===== config.mk =====
export PLATFORM = sky130hd
export DESIGN_NAME = modular_power_of_sixteen_flat
export DESIGN_NICKNAME = d
export VERILOG_FILES = /design/src/design/mps_pkg.sv /design/src/design/mps_if.sv /design/src/design/mps_datapath.sv /design/src/design/mps_controller.sv /design/src/design/modular_power_of_sixteen.sv /design/src/flat_wrapper.sv
export SDC_FILE = /design/constraint.sdc
export NUM_CORES = 1
export LEC_CHECK = 0
export BUFFER_PORTS_ARGS = -buffer_cell sky130_fd_sc_hd__buf_2
export CORE_UTILIZATION = 55
export DETAILED_ROUTE_END_ITERATION = 16
export GPL_TIMING_DRIVEN = 0
export PLACE_DENSITY = 0.74
export SLEW_MARGIN = 5
export SYNTH_ARGS = -nofsm -noshare
export SYNTH_HDL_FRONTEND = slang
export SYNTH_HIERARCHICAL = 1
export SYNTH_SLANG_ARGS = --single-unit

===== constraint.sdc =====
create_clock -name clock -period 11.39 [get_ports clock]
set_clock_uncertainty 0.15 [all_clocks]
set_input_delay 2.278 -clock clock [delete_from_list [all_inputs] [get_ports clock]]
set_output_delay 2.278 -clock clock [all_outputs]
set_load 0.05 [all_outputs]

===== src/design/mps_pkg.sv =====
`timescale 1ns / 1ps
// ----------------------------------------------------------------------------
// mps_pkg
// Shared types and constants for the modular power-of-sixteen block.
// ----------------------------------------------------------------------------
package mps_pkg;

   // Datapath operations issued by the controller
   typedef enum logic [3:0] {
      OP_IDLE,
      OP_LOAD,      // capture operands, residue = 1
      OP_ZERO,      // residue = 0
      OP_SHIFT,     // shift exponent left by one
      OP_MSTART,    // acc = 0, multiplier = residue
      OP_MDBL,      // acc = 2*acc mod m
      OP_MADD,      // acc += residue mod m if multiplier msb, shift multiplier
      OP_COMMIT,    // residue = acc
      OP_X2,        // residue = 2*residue mod m
      OP_PUBLISH    // output register = residue
   } op_type;

   typedef struct packed {
      logic exp_msb;    // current top bit of the exponent
      logic exp_zero;   // exponent is zero
      logic mod_small;  // modulus is zero or one
   } status_type;

   // doublings that make up one multiply by sixteen
   localparam int unsigned X16_STEPS = 4;

endpackage


===== src/design/mps_if.sv =====
`timescale 1ns / 1ps
// ----------------------------------------------------------------------------
// mps_req_if / mps_rsp_if
// Valid/ready channels carrying operands in and residues out.
// ----------------------------------------------------------------------------
interface mps_req_if #(
   parameter int unsigned EXP_BITS = 25,
   parameter int unsigned MOD_BITS = 26
);
   logic                valid;
   logic                ready;
   logic [EXP_BITS-1:0] exponent;
   logic [MOD_BITS-1:0] modulus;

   modport source (output valid, output exponent, output modulus, input ready);
   modport sink   (input valid, input exponent, input modulus, output ready);
endinterface

interface mps_rsp_if #(
   parameter int unsigned MOD_BITS = 26
);
   logic                valid;
   logic                ready;
   logic [MOD_BITS-1:0] residue;

   modport source (output valid, output residue, input ready);
   modport sink   (input valid, input residue, output ready);
endinterface


===== src/design/mps_datapath.sv =====
`timescale 1ns / 1ps
// ----------------------------------------------------------------------------
// mps_datapath
// Operand registers, running residue and a shared bit-serial modular
// multiplier built around one add-and-reduce unit.
// ----------------------------------------------------------------------------
module mps_datapath #(
   parameter int unsigned EXP_BITS = 25,
   parameter int unsigned MOD_BITS = 26
) (
   input  logic                clock,
   input  mps_pkg::op_type     op,
   input  logic [EXP_BITS-1:0] exponent,
   input  logic [MOD_BITS-1:0] modulus,
   output mps_pkg::status_type status,
   output logic [MOD_BITS-1:0] residue
);
   import mps_pkg::*;

   logic [EXP_BITS-1:0] exp_ff, exp_in;
   logic [MOD_BITS-1:0] mod_ff, mod_in;
   logic [MOD_BITS-1:0] res_ff, res_in;
   logic [MOD_BITS-1:0] acc_ff, acc_in;
   logic [MOD_BITS-1:0] mb_ff, mb_in;
   logic [MOD_BITS-1:0] out_ff, out_in;

   logic [MOD_BITS-1:0] opa, opb, reduced;
   logic [MOD_BITS:0]   sum;
   logic [MOD_BITS+1:0] diff;

   // a + b with both below m, reduced by one conditional subtract
   always_comb begin
      opa = acc_ff;
      opb = acc_ff;
      unique case (op)
         OP_MADD: opb = res_ff;
         OP_X2: begin
            opa = res_ff;
            opb = res_ff;
         end
         default: ;
      endcase
      sum     = {1'b0, opa} + {1'b0, opb};
      diff    = {1'b0, sum} - {2'b00, mod_ff};
      reduced = diff[MOD_BITS+1] ? sum[MOD_BITS-1:0] : diff[MOD_BITS-1:0];
   end

   always_comb begin
      exp_in = exp_ff;
      mod_in = mod_ff;
      res_in = res_ff;
      acc_in = acc_ff;
      mb_in  = mb_ff;
      out_in = out_ff;
      unique case (op)
         OP_LOAD: begin
            exp_in = exponent;
            mod_in = modulus;
            res_in = MOD_BITS'(1);
         end
         OP_ZERO:   res_in = '0;
         OP_SHIFT:  exp_in = {exp_ff[EXP_BITS-2:0], 1'b0};
         OP_MSTART: begin
            acc_in = '0;
            mb_in  = res_ff;
         end
         OP_MDBL:   acc_in = reduced;
         OP_MADD: begin
            if (mb_ff[MOD_BITS-1]) begin
               acc_in = reduced;
            end
            mb_in = {mb_ff[MOD_BITS-2:0], 1'b0};
         end
         OP_COMMIT:  res_in = acc_ff;
         OP_X2:      res_in = reduced;
         OP_PUBLISH: out_in = res_ff;
         default: ;
      endcase
   end

   always_ff @(posedge clock) begin
      exp_ff <= exp_in;
      mod_ff <= mod_in;
      res_ff <= res_in;
      acc_ff <= acc_in;
      mb_ff  <= mb_in;
      out_ff <= out_in;
   end

   assign status.exp_msb   = exp_ff[EXP_BITS-1];
   assign status.exp_zero  = (exp_ff == '0);
   assign status.mod_small = (mod_ff[MOD_BITS-1:1] == '0);
   assign residue          = out_ff;

endmodule


===== src/design/mps_controller.sv =====
`timescale 1ns / 1ps
// ----------------------------------------------------------------------------
// mps_controller
// Sequencer: scans exponent bits from the top, squares and multiplies by
// sixteen through datapath commands, and owns both handshakes.
// ----------------------------------------------------------------------------
module mps_controller #(
   parameter int unsigned EXP_BITS = 25,
   parameter int unsigned MOD_BITS = 26
) (
   input  logic                clock,
   input  logic                reset,
   input  logic                req_valid,
   output logic                req_ready,
   output logic                rsp_valid,
   input  logic                rsp_ready,
   input  mps_pkg::status_type status,
   output mps_pkg::op_type     op
);
   import mps_pkg::*;

   localparam int unsigned CNT_W  = $clog2(EXP_BITS + 1);
   localparam int unsigned MCNT_W = $clog2(MOD_BITS + 1);
   localparam int unsigned XCNT_W = $clog2(X16_STEPS);

   typedef enum logic [3:0] {
      S_IDLE, S_CHECK, S_SEEK, S_MSTART, S_MDBL, S_MADD,
      S_NEXT, S_X16, S_STEP, S_FINISH
   } state_type;

   state_type          state_ff, state_in;
   logic [CNT_W-1:0]   cnt_ff, cnt_in;
   logic [MCNT_W-1:0]  mcnt_ff, mcnt_in;
   logic [XCNT_W-1:0]  xcnt_ff, xcnt_in;
   logic               rsp_valid_ff, rsp_valid_in;

   always_comb begin
      state_in  = state_ff;
      cnt_in    = cnt_ff;
      mcnt_in   = mcnt_ff;
      xcnt_in   = xcnt_ff;
      op        = OP_IDLE;
      req_ready = 1'b0;
      rsp_valid_in = rsp_valid_ff && !rsp_ready;
      unique case (state_ff)
         S_IDLE: begin
            req_ready = 1'b1;
            if (req_valid) begin
               op       = OP_LOAD;
               cnt_in   = CNT_W'(EXP_BITS);
               state_in = S_CHECK;
            end
         end
         S_CHECK: begin
            priority if (status.mod_small) begin
               op       = OP_ZERO;
               state_in = S_FINISH;
            end else if (status.exp_zero) begin
               state_in = S_FINISH;
            end else begin
               state_in = S_SEEK;
            end
         end
         S_SEEK: begin
            if (status.exp_msb) begin
               state_in = S_MSTART;
            end else begin
               op     = OP_SHIFT;
               cnt_in = cnt_ff - CNT_W'(1);
            end
         end
         S_MSTART: begin
            op       = OP_MSTART;
            mcnt_in  = MCNT_W'(MOD_BITS);
            state_in = S_MDBL;
         end
         S_MDBL: begin
            op       = OP_MDBL;
            state_in = S_MADD;
         end
         S_MADD: begin
            op       = OP_MADD;
            mcnt_in  = mcnt_ff - MCNT_W'(1);
            state_in = (mcnt_ff == MCNT_W'(1)) ? S_NEXT : S_MDBL;
         end
         S_NEXT: begin
            op      = OP_COMMIT;
            xcnt_in = '0;
            state_in = status.exp_msb ? S_X16 : S_STEP;
         end
         S_X16: begin
            op      = OP_X2;
            xcnt_in = xcnt_ff + XCNT_W'(1);
            if (xcnt_ff == XCNT_W'(X16_STEPS - 1)) begin
               state_in = S_STEP;
            end
         end
         S_STEP: begin
            op       = OP_SHIFT;
            cnt_in   = cnt_ff - CNT_W'(1);
            state_in = (cnt_ff == CNT_W'(1)) ? S_FINISH : S_MSTART;
         end
         S_FINISH: begin
            // output register free or draining this cycle
            if (!rsp_valid_ff || rsp_ready) begin
               op           = OP_PUBLISH;
               rsp_valid_in = 1'b1;
               state_in     = S_IDLE;
            end
         end
         default: state_in = S_IDLE;
      endcase
   end

   always_ff @(posedge clock) begin
      if (reset) begin
         state_ff     <= S_IDLE;
         cnt_ff       <= '0;
         mcnt_ff      <= '0;
         xcnt_ff      <= '0;
         rsp_valid_ff <= 1'b0;
      end else begin
         state_ff     <= state_in;
         cnt_ff       <= cnt_in;
         mcnt_ff      <= mcnt_in;
         xcnt_ff      <= xcnt_in;
         rsp_valid_ff <= rsp_valid_in;
      end
   end

   assign rsp_valid = rsp_valid_ff;

endmodule


===== src/design/modular_power_of_sixteen.sv =====
`timescale 1ns / 1ps
// ----------------------------------------------------------------------------
// modular_power_of_sixteen
// Returns 16^exponent mod modulus by left-to-right binary exponentiation.
// ----------------------------------------------------------------------------
// Usage:
//   req_bus carries one beat of {exponent, modulus}; rsp_bus returns one beat
//   holding the residue. A beat moves when valid and ready are both high.
//   A modulus of zero or one gives zero; an exponent of zero gives one.
// Sequencing:
//   One item at a time. Each exponent bit from the top set bit down takes
//   a square in the bit-serial modular multiplier, which shares one
//   add-and-reduce unit, plus a multiply by sixteen through repeated
//   doubling when the bit is one; leading zeros are skipped by shifting.
// Output:
//   The residue sits in an output register; req_bus is ready again as soon
//   as it is loaded; a stalled receiver holds back the next result and input.
//   Reset returns the sequencer to idle and empties the output register.
// ----------------------------------------------------------------------------
module modular_power_of_sixteen #(
   parameter int unsigned EXP_BITS = 25,
   parameter int unsigned MOD_BITS = 26
) (
   input  logic     clock,
   input  logic     reset,
   mps_req_if.sink  req_bus,
   mps_rsp_if.source rsp_bus
);
   import mps_pkg::*;

   op_type     op;
   status_type status;

   mps_controller #(
      .EXP_BITS(EXP_BITS),
      .MOD_BITS(MOD_BITS)
   ) u_ctrl (
      .clock     (clock),
      .reset     (reset),
      .req_valid (req_bus.valid),
      .req_ready (req_bus.ready),
      .rsp_valid (rsp_bus.valid),
      .rsp_ready (rsp_bus.ready),
      .status    (status),
      .op        (op)
   );

   mps_datapath #(
      .EXP_BITS(EXP_BITS),
      .MOD_BITS(MOD_BITS)
   ) u_dp (
      .clock    (clock),
      .op       (op),
      .exponent (req_bus.exponent),
      .modulus  (req_bus.modulus),
      .status   (status),
      .residue  (rsp_bus.residue)
   );

endmodule


===== src/flat_wrapper.sv =====
// flat-port wrapper written by rule: the top's interface ports become plain ports
module modular_power_of_sixteen_flat import mps_pkg::*;
#(
   parameter int unsigned EXP_BITS = 25,
   parameter int unsigned MOD_BITS = 26
)
  (clock, reset, req_bus_valid, req_bus_exponent, req_bus_modulus, req_bus_ready, rsp_bus_valid, rsp_bus_residue, rsp_bus_ready);
  mps_req_if #(.EXP_BITS(EXP_BITS), .MOD_BITS(MOD_BITS)) req_bus_i ();
  mps_rsp_if #(.MOD_BITS(MOD_BITS)) rsp_bus_i ();
  input  logic clock;
  input  logic reset;
  input wire logic [$bits(req_bus_i.valid)-1:0] req_bus_valid;
  input wire logic [$bits(req_bus_i.exponent)-1:0] req_bus_exponent;
  input wire logic [$bits(req_bus_i.modulus)-1:0] req_bus_modulus;
  output wire logic [$bits(req_bus_i.ready)-1:0] req_bus_ready;
  output wire logic [$bits(rsp_bus_i.valid)-1:0] rsp_bus_valid;
  output wire logic [$bits(rsp_bus_i.residue)-1:0] rsp_bus_residue;
  input wire logic [$bits(rsp_bus_i.ready)-1:0] rsp_bus_ready;
  assign req_bus_i.valid = req_bus_valid;
  assign req_bus_i.exponent = req_bus_exponent;
  assign req_bus_i.modulus = req_bus_modulus;
  assign req_bus_ready = req_bus_i.ready;
  assign rsp_bus_valid = rsp_bus_i.valid;
  assign rsp_bus_residue = rsp_bus_i.residue;
  assign rsp_bus_i.ready = rsp_bus_ready;
  modular_power_of_sixteen #(.EXP_BITS(EXP_BITS), .MOD_BITS(MOD_BITS)) u_core (.clock(clock), .reset(reset), .req_bus(req_bus_i), .rsp_bus(rsp_bus_i));
endmodule

======== Word-level counts from Yosys, hierarchy flattened ========
Index checks and enable logic that the tools add are counted.
word-level totals
  flip-flop bits (word level) ............. 172
  input bits .............................. 55
  output and inout port bits .............. 28
  word-level logic and storage cells ...... 92
cells by class
  add/subtract/negate cells ............... 5
  eq/ne operators ......................... 27
  mux-type cells .......................... 31
  reduce and logical (&&, ||, !) cells .... 18
operators with widths
  operator             count
  $mux 26              4
  $pmux 26 s4          1
  $pmux 4 s10          2
  $pmux 26 s3          1
  $pmux 26 s2          1
  $logic_not 25->1     2
  $pmux 25 s2          1
  $mux 4               9
  $eq 4x3->1 const B   8
  $sub 27x26->28       1
  $add 26x26->27       1
  $eq 4x2->1 const B   4
  $eq 4x4->1 const B   4
  $pmux 5 s3           1
  $ne 2x2->1 const B   6
  $eq 5x1->1 const B   2
  $mux 5               2
  $pmux 5 s2           1
  $sub 5x1->5 const B  2
  $eq 4x1->1 const B   2
  $reduce_bool 2->1    4
  $mux 2               3
  $reduce_bool 3->1    2
  $logic_not 4->1      1
  other kinds (12)     16

======== Longest topological paths before layout ========
Gate-level depths: netlist (run 1).
  depth after elaboration ................. 12
  mapped depth ............................ 34
  gate-level depth less buffers ........... 30

======== Hierarchy ========
The synthesis (run 1) kept the hierarchy.
by module, submodules not included
  module          instances  cells each  area an instance (sq um)
  mps_datapath    1          878         9467.8
  mps_controller  1          147         1177.4

======== Least setup slack after synthesis (run 1) ========
OpenSTA, ideal clock, no wires.
  path type ............................... input to register
  start ................................... input rsp_bus_ready
  end ..................................... register u_core.u_dp.res_ff[11] (data pin)
  setup time .............................. 266 ps
  data arrival time ....................... 9238 ps
  path slack .............................. 1736 ps
  stages .................................. 30
  path buffers ............................ 5
  cells stage by stage .................... nand2b_1 a31oi_1 o22ai_1 clkbuf_1 nor2_1 and2_1 clkbuf_1 nor2_1 clkbuf_1 mux2_2 ha_1 nor2b_1 o31a_1 o21a_1 nor2_1 o21bai_1 a21oi_1 xnor2_1 ha_1 a211oi_1 nor2_1 o31a_1 a311o_1 a311o_1 o21ai_2 o21ai_1 buf_6 buf_6 mux2i_1 o21ai_1
on the way
  cells in the longest elaborated chain, start to end .. 10
RTL lines
  what                                             RTL line                                RTL
  start: declaration                               flat_wrapper.sv:18                      input wire logic [$bits(rsp_bus_i.ready)-1:0] rsp_bus_ready;
  $logic_or 1x1->1 (*)                             mps_controller.sv:105                   if (!rsp_valid_ff || rsp_ready) begin
  $mux 4 (*)                                       mps_controller.sv:105
  $pmux 4 s10 (*)                                  mps_controller.sv:45                    unique case (state_ff)
  named net u_core.op[0]                           modular_power_of_sixteen.sv:31          op_type op;
  $eq 4x3->1 / $eq 4x4->1 (equally long branches)  mps_datapath.sv:35, mps_datapath.sv:55
  $reduce_or 2->1 (no line)                        --
  $mux 26                                          mps_datapath.sv:35                      unique case (op)
  $add 26x26->27                                   mps_datapath.sv:43                      sum = {1'b0, opa} + {1'b0, opb};
  $sub 27x26->28                                   mps_datapath.sv:44                      diff = {1'b0, sum} - {2'b00, mod_ff};
  $mux 26                                          mps_datapath.sv:45                      reduced = diff[MOD_BITS+1] ? sum[MOD_BITS-1:0] : diff[MOD_BITS-1:0];
  $pmux 26 s4 (*)                                  mps_datapath.sv:55                      unique case (op)
  named net u_core.u_dp.res_in[11]                 mps_datapath.sv:22                      logic [MOD_BITS-1:0] res_ff, res_in;
  end signal: assignment                           mps_datapath.sv:84                      res_ff <= res_in;
  end: declaration                                 mps_datapath.sv:22
The timed path passes the listed nets; every way through them passes the cells marked *.
A chain may end at the register's enable or synchronous reset.

======== Worst setup path after layout (run 1) ========
  start ................................... input rsp_bus_ready
  end ..................................... register u_core.u_dp.res_ff[13] (data pin)
Same word-level chain as after synthesis.

==> results of run 1 <==
==> metal layers <==
layer	part of all wire	global-route usage	vias to the layer above
met5	0	0	-
met3	0.065	0.0374	30
met2	0.43	0.377	305
met1	0.49	0.362	3699
met4	0.016	0.0721	0
li1	-	-	3998
==> synthesized netlist by cell type (3+ instances only) <==
cell / n / area (um^2)
nand3b_1: 5 / 37.5
o31ai_1: 3 / 22.5
inv_1: 48 / 180
a31oi_1: 8 / 50.1
o21ai_0: 32 / 160
o21ai_1: 26 / 130
nor4b_1: 3 / 26.3
dfxtp_1: 17 / 340
o32ai_1: 3 / 26.3
a31o_2: 3 / 26.3
a21o_1: 21 / 158
mux2_2: 75 / 845
o2111ai_1: 4 / 35.0
o21bai_1: 7 / 52.6
nand2b_1: 10 / 62.6
o21a_1: 12 / 90.1
edfxtp_1: 155 / 4650
or2_2: 4 / 25.0
nor2_1: 76 / 285
o211ai_1: 5 / 37.5
ha_1: 57 / 713
or3_1: 6 / 37.5
nor2b_1: 11 / 68.8
mux2i_1: 26 / 260
clkbuf_1: 30 / 113
buf_1: 5 / 18.8
and2_1: 4 / 25.0
nor4_1: 17 / 106
o22ai_1: 4 / 25.0
xnor2_1: 25 / 219
nand3_1: 13 / 65.1
o31a_1: 3 / 26.3
nor3_1: 25 / 125
buf_2: 6 / 30.0
buf_6: 4 / 45.0
xor2_1: 19 / 166
nor3b_1: 3 / 22.5
a21oi_1: 52 / 260
nand4_1: 5 / 31.3
and3_1: 7 / 43.8
a211oi_1: 14 / 105
nand2_1: 138 / 518
==> metrics by stage <==
stage,total power [W],area (um^2),utilization,std cells
after floorplan,0.00233,10600,-,1025
after global placement,0.00273,11400,0.604,1366
after detailed placement,0.00279,11500,0.611,1373
after CTS,0.00336,12100,0.641,1405
after global routing,0.00361,12100,0.641,1405
final,0.00338,12100,0.641,1405
==> state kept, by name (all words and copies together) (netlist names), 5 cells and up <==
| register | cells |
|---|---|
| u_core/u_dp/exp_ff | 25 |
| u_core/u_dp/acc_ff | 26 |
| u_core/u_ctrl/mcnt_ff | 5 |
| u_core/u_ctrl/cnt_ff | 5 |
| u_core/u_dp/mb_ff | 26 |
| u_core/u_dp/mod_ff | 26 |
| u_core/u_dp/res_ff | 26 |
| u_core/u_dp/residue | 26 |
==> worst paths after layout <==
path	start	slack, ns	end
worst max register to register	u_core/u_dp/mod_ff[24]$_DFFE_PP_	2.31	u_core/u_dp/res_ff[13]$_DFFE_PP_
worst max-delay path	rsp_bus_ready	1.10	u_core/u_dp/res_ff[13]$_DFFE_PP_
worst min register to register	u_core/u_ctrl/xcnt_ff[1]$_SDFFE_PP0P_	0.31	u_core/u_ctrl/xcnt_ff[1]$_SDFFE_PP0P_
worst min-delay path	u_core/u_ctrl/xcnt_ff[1]$_SDFFE_PP0P_	0.31	u_core/u_ctrl/xcnt_ff[1]$_SDFFE_PP0P_
==> power by group <==
| group | switching [W] | total, W | internal, W |
|---|---|---|---|
| registers | 0.000122 | 0.00105 | 0.000924 |
| clock network | 0.000255 | 0.000560 | 0.000304 |
| logic | 0.00106 | 0.00178 | 0.000719 |
| total | 0.00144 | 0.00338 | 0.00195 |
==> critical path, delay by kind of cell <==
kind | cells | cell delay (ns)
AO/OA/AOI/OAI | 12 | 3.09
XOR/XNOR | 1 | 0.18
buffers and inverters | 6 | 1.38
adder cells (fa/ha/maj) | 2 | 0.68
multiplexers | 2 | 0.76
AND/OR/NAND/NOR | 9 | 1.91
==> cell usage in the layout, fill, tap and decap left out, types with 10 or more instances in the layout <==
master       n
nor4_1      17
xor2_1      19
mux2i_1     26
nor3_1      24
o21ai_1     26
o21ai_0     31
nand3_1     13
nand2b_1    10
a21o_1      21
nand2_1    138
ha_1        57
xnor2_1     25
o21a_1      12
nor2_1      73
clkbuf_1    31
buf_2       87
a21oi_1     51
edfxtp_1   155
inv_1       48
clkbuf_16   17
a211oi_1    14
nor2b_1     11
dfxtp_1     17
mux2_2      75
==> layout make-up <==
type / instances / share of cell area
tap: 260 / 0.0269
clock buffer: 18 / 0.0355
timing repair buffer: 88 / 0.0428
clock inverter: 14 / 0.0109
sequential: 172 / 0.414
multi-input combinational: 759 / 0.438
buffer: 46 / 0.0177
inverter: 48 / 0.0149
==> cell families (layout without fill, tap and decap cells) <==
| kind of cell | count (synthesis) | count (layout) |
|---|---|---|
| simple gates | 335 | 335 |
| fa+ha+maj | 59 | 59 |
| flops | 172 | 172 |
| xor+xnor | 44 | 44 |
| mux | 102 | 102 |
| buf+inv | 94 | 214 |
| compound gates | 219 | 219 |
==> results.yml, run 1 <==
run_status:
  status: "complete, no violations"
global_routing:
  grt_pass1_wl_um: 38000
  grt_max_degree: 27
  grt_use_total: 0.246
  grt_overflow_total: 0
  grt_pass1_vias: 7396
  antenna_found_initial: 0
timing:
  rsz0062_at_grt: "no"
  slew_headroom: 0.519
  final.setup.worst_slack_ns: 1.10
  setup_tns_ns: 0
  holdWs_ns: 0.311
  setup_viol: 0
  min_period_ns: 10.29
  slew_violations: 0
  worstMarginPinSlew_ns: 0.721
  finalCritPeriodShare: 0.903
  hold_violations: 0
  max_freq_ghz: 0.0972
cells_and_area:
  syn_to_final_growth_pct: 13.4
  fill_cells: 1494
  antenna_cells: 0
  drive_gt1_frac: 0.197
  seq_area_mm2: 0.00499
  nets: 1246
  multi_input_area_mm2: 0.00528
clocking:
  clock_sinks: 172
  clock_latency_ns: 0.44
  clockRootBuffer: "clkbuf_16"
  cts_hold_buf: 0
  clockBufferDepth: 2
  cts_tree: "built"
  postCtsSetupBuffers: 0
  ctsResizeCount: 0
  clkTransAtPathRegs_ns: 0.07
  h-tree-depth: 4
  cts_buffers: 17
logic_synthesis:
  synth_top_family_by_area: "simple AND/OR/NAND/NOR gates"
  yosysSeqAreaShare: 0.469
  synth_edf_count: 155
  synth_cell_types: 71
  synth_flop_cell: "edfxtp_1"
  yosys_warnings: 6
  synth_compound_area_frac: 0.135
  yosys.area_share.simple: 0.147
  syn_inst: 1025
  synth.ff_latch_count: 172
  synth_fp_nets: 1139
  avgSynthCellArea_um2: 10.4
  synth-adder-area-share: 0.0708
  netlist_area_mm2: 0.0106
  synthArstFlopShare: 0
  synthMuxAreaShare: 0.105
  synth_xor_area_frac: 0.0362
placed_design:
  place_hpwl_um: 17600
  place_ws_ns: 0.822
  place_congestion: 0.884
  io_buffers: 81
worst_setup_path:
  end_kind: "flop"
  slowest_delay_ns: 0.58
  r2r_cells: 31
  path_max_fanout: 12
  cp.arrival_ns: 10.29
  cp_slowest_cell: "a21oi_1"
  cp.required_ns: 11.40
  worstSetupPathType: "input pin to flop"
  setup.worst_path.start_class: "input pin"
  cpMostUsedCell: "nor2_1"
floorplan:
  initial_core_util: 0.565
  die_h_um: 141
  die_w_um: 141
  core_area_mm2: 0.0188
  die_area_mm2: 0.0199
  std_cell_rows: 50
  ios: 83
routing:
  drt_iter0_drc: 796
  drt-pass1-iter-count: 6
  routedWlPerCell_um: 16.7
  viasPerCell: 5.72
  wl_um: 23400
  drc: 0
  ant_nets: 0
  num_vias: 8032
power_and_ir_drop:
  cellLeakagePower_nw: 4.78
  vdd_drop_max_uv: 155
  power.density_mw_per_mm2: 280
worst_hold_path:
  worstHoldPathType: "flop to flop"
  hold_path_depth: 2
job:
  cap_viol_max_count: 0
Note: power is estimated with default switching activity, not from simulation.
==> inputs of run 2 (changes only) <==
--- a/config.mk
+++ b/config.mk
@@ -13,5 +13,4 @@
 export SLEW_MARGIN = 5
 export SYNTH_ARGS = -nofsm -noshare
 export SYNTH_HDL_FRONTEND = slang
-export SYNTH_HIERARCHICAL = 1
 export SYNTH_SLANG_ARGS = --single-unit
==> run 2 against run 1 <==
Compared with the run above: die area rose by 1.4%; largest cell class unchanged; core utilization increased by 0.098 points; clock power up 6.3%; largest power group is now registers.
==> results.yml, run 2 <==
run_status:
  status: "complete, no violations"
timing:
  setup_viol: 0
  min_period_ns: 8.04
  hold_violations: 0
  finalCritPeriodShare: 0.706
  holdWs_ns: 0.349
  slew_violations: 0
  max_freq_ghz: 0.124
  worstMarginPinSlew_ns: 1.13
  setup_tns_ns: 0
  slew_headroom: 0.247
  rsz0062_at_grt: "no"
global_routing:
  grt_pass1_wl_um: 42200
  grt_overflow_total: 0
  grt_max_degree: 29
  grt_use_total: 0.274
  antenna_found_initial: 0
  grt_pass1_vias: 8076
logic_synthesis:
  synth_top_area_cell: "edfxtp_1"
  synthArstFlopShare: 0
  synth.ff_latch_count: 172
  netlist_area_mm2: 0.0108
  synth_top_area_frac: 0.431
  yosys_warnings: 0
  synth_flop_cell: "edfxtp_1"
  avgSynthCellArea_um2: 10.2
  synth_top_family_by_area: "compound AO/OA/AOI/OAI gates"
  synth_compound_area_frac: 0.159
  synth_xor_area_frac: 0.0341
  syn_inst: 1061
  yosys.area_share.simple: 0.156
  yosysSeqAreaShare: 0.463
  synth_cell_types: 80
  synth_fp_nets: 1175
  synthMuxAreaShare: 0.0812
  synth_area_leaders: "edfxtp_1 (43%), mux2_2 (7.9%), ha_1 (6.6%), nand2_1 (5.2%), a21oi_1 (3.8%)"
  synth_edf_count: 155
  yosysMostFrequentCell: "edfxtp_1"
  synth-adder-area-share: 0.0698
  ys_top_cells_by_count: "edfxtp_1 (155), nand2_1 (149), a21oi_1 (83)"
power_and_ir_drop:
  p_total_w: 0.00203
  cellLeakagePower_nw: 4.71
  combPwrFrac: 0.316
  swShare: 0.368
  p_seq_frac: 0.391
  power.internal_w: 0.00128
  vdd_drop_max_uv: 125
  power_frac_clock: 0.293
  power.density_mw_per_mm2: 167
  p_switching_w: 0.000746
worst_setup_path:
  r2r_cells: 26
  end_kind: "flop"
  r2r_setup_slack_ns: 3.35
  reg2reg_to: "u_core.u_dp.res_ff[23]$_DFFE_PP_"
  setup.worst_path.start_class: "flop"
  critPathCapture: "u_core.u_dp.res_ff[23]$_DFFE_PP_"
  path_max_fanout: 10
  cp.required_ns: 11.49
  critPathLaunch: "u_core.u_ctrl.state_ff[0]$_SDFFE_PP0P_"
  cp_slowest_cell: "nor2_1"
  slowest_delay_ns: 0.75
  r2r-start: "u_core.u_ctrl.state_ff[0]$_SDFFE_PP0P_"
  worst-path-stages: 26
  crit_buf_inv: 5
  worstSetupPathType: "flop to flop"
  cpMostUsedCell: "a21oi_1"
  cp.arrival_ns: 8.14
  crit_family: "compound AO/OA/AOI/OAI gates"
floorplan:
  ios: 83
  die_h_um: 142
  initial_core_util: 0.569
  std_cell_rows: 50
  core_area_mm2: 0.0190
  die_w_um: 142
  die_area_mm2: 0.0202
placed_design:
  place_congestion: 0.905
  placed_area_mm2: 0.0115
  io_buffers: 81
  place_hpwl_um: 19900
clocking:
  clock_latency_ns: 0.44
  cts_tree: "built"
  cts_buffers: 17
  postCtsSetupBuffers: 0
  clock_sinks: 172
  ctsResizeCount: 0
  clockRootBuffer: "clkbuf_16"
  clkTransAtPathRegs_ns: 0.08
  h-tree-depth: 4
  cts_hold_buf: 0
  clockBufferDepth: 2
cells_and_area:
  layout_commonest_cell: "edfxtp_1"
  drive_gt1_frac: 0.192
  syn_to_final_growth_pct: 12.8
  final_area_mm2: 0.0122
  utilization: 0.642
  layout_common_cells: "edfxtp_1 (155), nand2_1 (149), buf_2 (93)"
  fill_cells: 1588
  antenna_cells: 0
  nets: 1276
routing:
  viasPerCell: 6.02
  ant_nets: 0
  wl_um: 26400
  drt-pass1-iter-count: 6
  drt_iter0_drc: 828
  num_vias: 8632
  drc: 0
  routedWlPerCell_um: 18.4
worst_hold_path:
  hold_path_depth: 1
  worstHoldPathType: "flop to flop"
job:
  cap_viol_max_count: 0
run 2: through the flow:
stage | instances | setup slack, ns
after floorplan | 1061 | 5.77
after global placement | 1402 | 3.52
after detailed placement | 1403 | 3.56
after CTS | 1435 | 3.48
after global routing | 1435 | 2.93
final | 1435 | 3.35
run 2: worst min path at each step:
stage | startpoint | end
2_1_floorplan | u_core.u_ctrl.mcnt_ff[4]$_SDFFE_PP0P_ | u_core.u_ctrl.mcnt_ff[4]$_SDFFE_PP0P_
3_3_place_gp | u_core.u_ctrl.mcnt_ff[4]$_SDFFE_PP0P_ | u_core.u_ctrl.mcnt_ff[4]$_SDFFE_PP0P_
3_5_place_dp | u_core.u_ctrl.mcnt_ff[3]$_SDFFE_PP0P_ | u_core.u_ctrl.mcnt_ff[3]$_SDFFE_PP0P_
4_1_cts | u_core.u_ctrl.mcnt_ff[3]$_SDFFE_PP0P_ | u_core.u_ctrl.mcnt_ff[3]$_SDFFE_PP0P_
5_1_grt | u_core.u_ctrl.mcnt_ff[3]$_SDFFE_PP0P_ | u_core.u_ctrl.mcnt_ff[3]$_SDFFE_PP0P_
6_report | u_core.u_ctrl.mcnt_ff[3]$_SDFFE_PP0P_ | u_core.u_ctrl.mcnt_ff[3]$_SDFFE_PP0P_
run 2: routing by layer:
layer / GRT usage / vias to the layer above / part of all wire / wire, um
li1: - / 4174 / - / -
met1: 0.392 / 4064 / 0.46 / 12100
met2: 0.419 / 336 / 0.44 / 11700
met3: 0.0434 / 58 / 0.072 / 1900
met4: 0.106 / 0 / 0.028 / 748
met5: 0 / - / 0 / 0
run 2: layout make-up:
| type | instances | area (um^2) | share of cell area |
|---|---|---|---|
| Inverter | 50 | 188 | 0.0154 |
| Buffer | 50 | 218 | 0.0179 |
| Tap cell | 260 | 325 | 0.0267 |
| Timing Repair Buffer | 82 | 420 | 0.0345 |
| Clock inverter | 15 | 194 | 0.0159 |
| Sequential cell | 172 | 4990 | 0.410 |
| Clock buffer | 17 | 425 | 0.0349 |
| Multi-Input combinational cell | 789 | 5410 | 0.444 |
run 2: kinds of logic after synthesis:
kind of cell,after synthesis
AND/OR/NAND/NOR,358
adder cells (fa/ha/maj),59
flip-flops,172
XOR/XNOR,42
AO/OA/AOI/OAI,252
multiplexers,78
buffers and inverters,100
run 2: power groups by stage:
stage,sequential (W),clock (W),combinational (W)
3_5_place_dp,0.000808,0,0.000620
2_1_floorplan,0.000790,0,0.000467
5_1_grt,0.000801,0.000620,0.000699
6_report,0.000795,0.000595,0.000641
3_3_place_gp,0.000806,0,0.000609
4_1_cts,0.000794,0.000603,0.000625
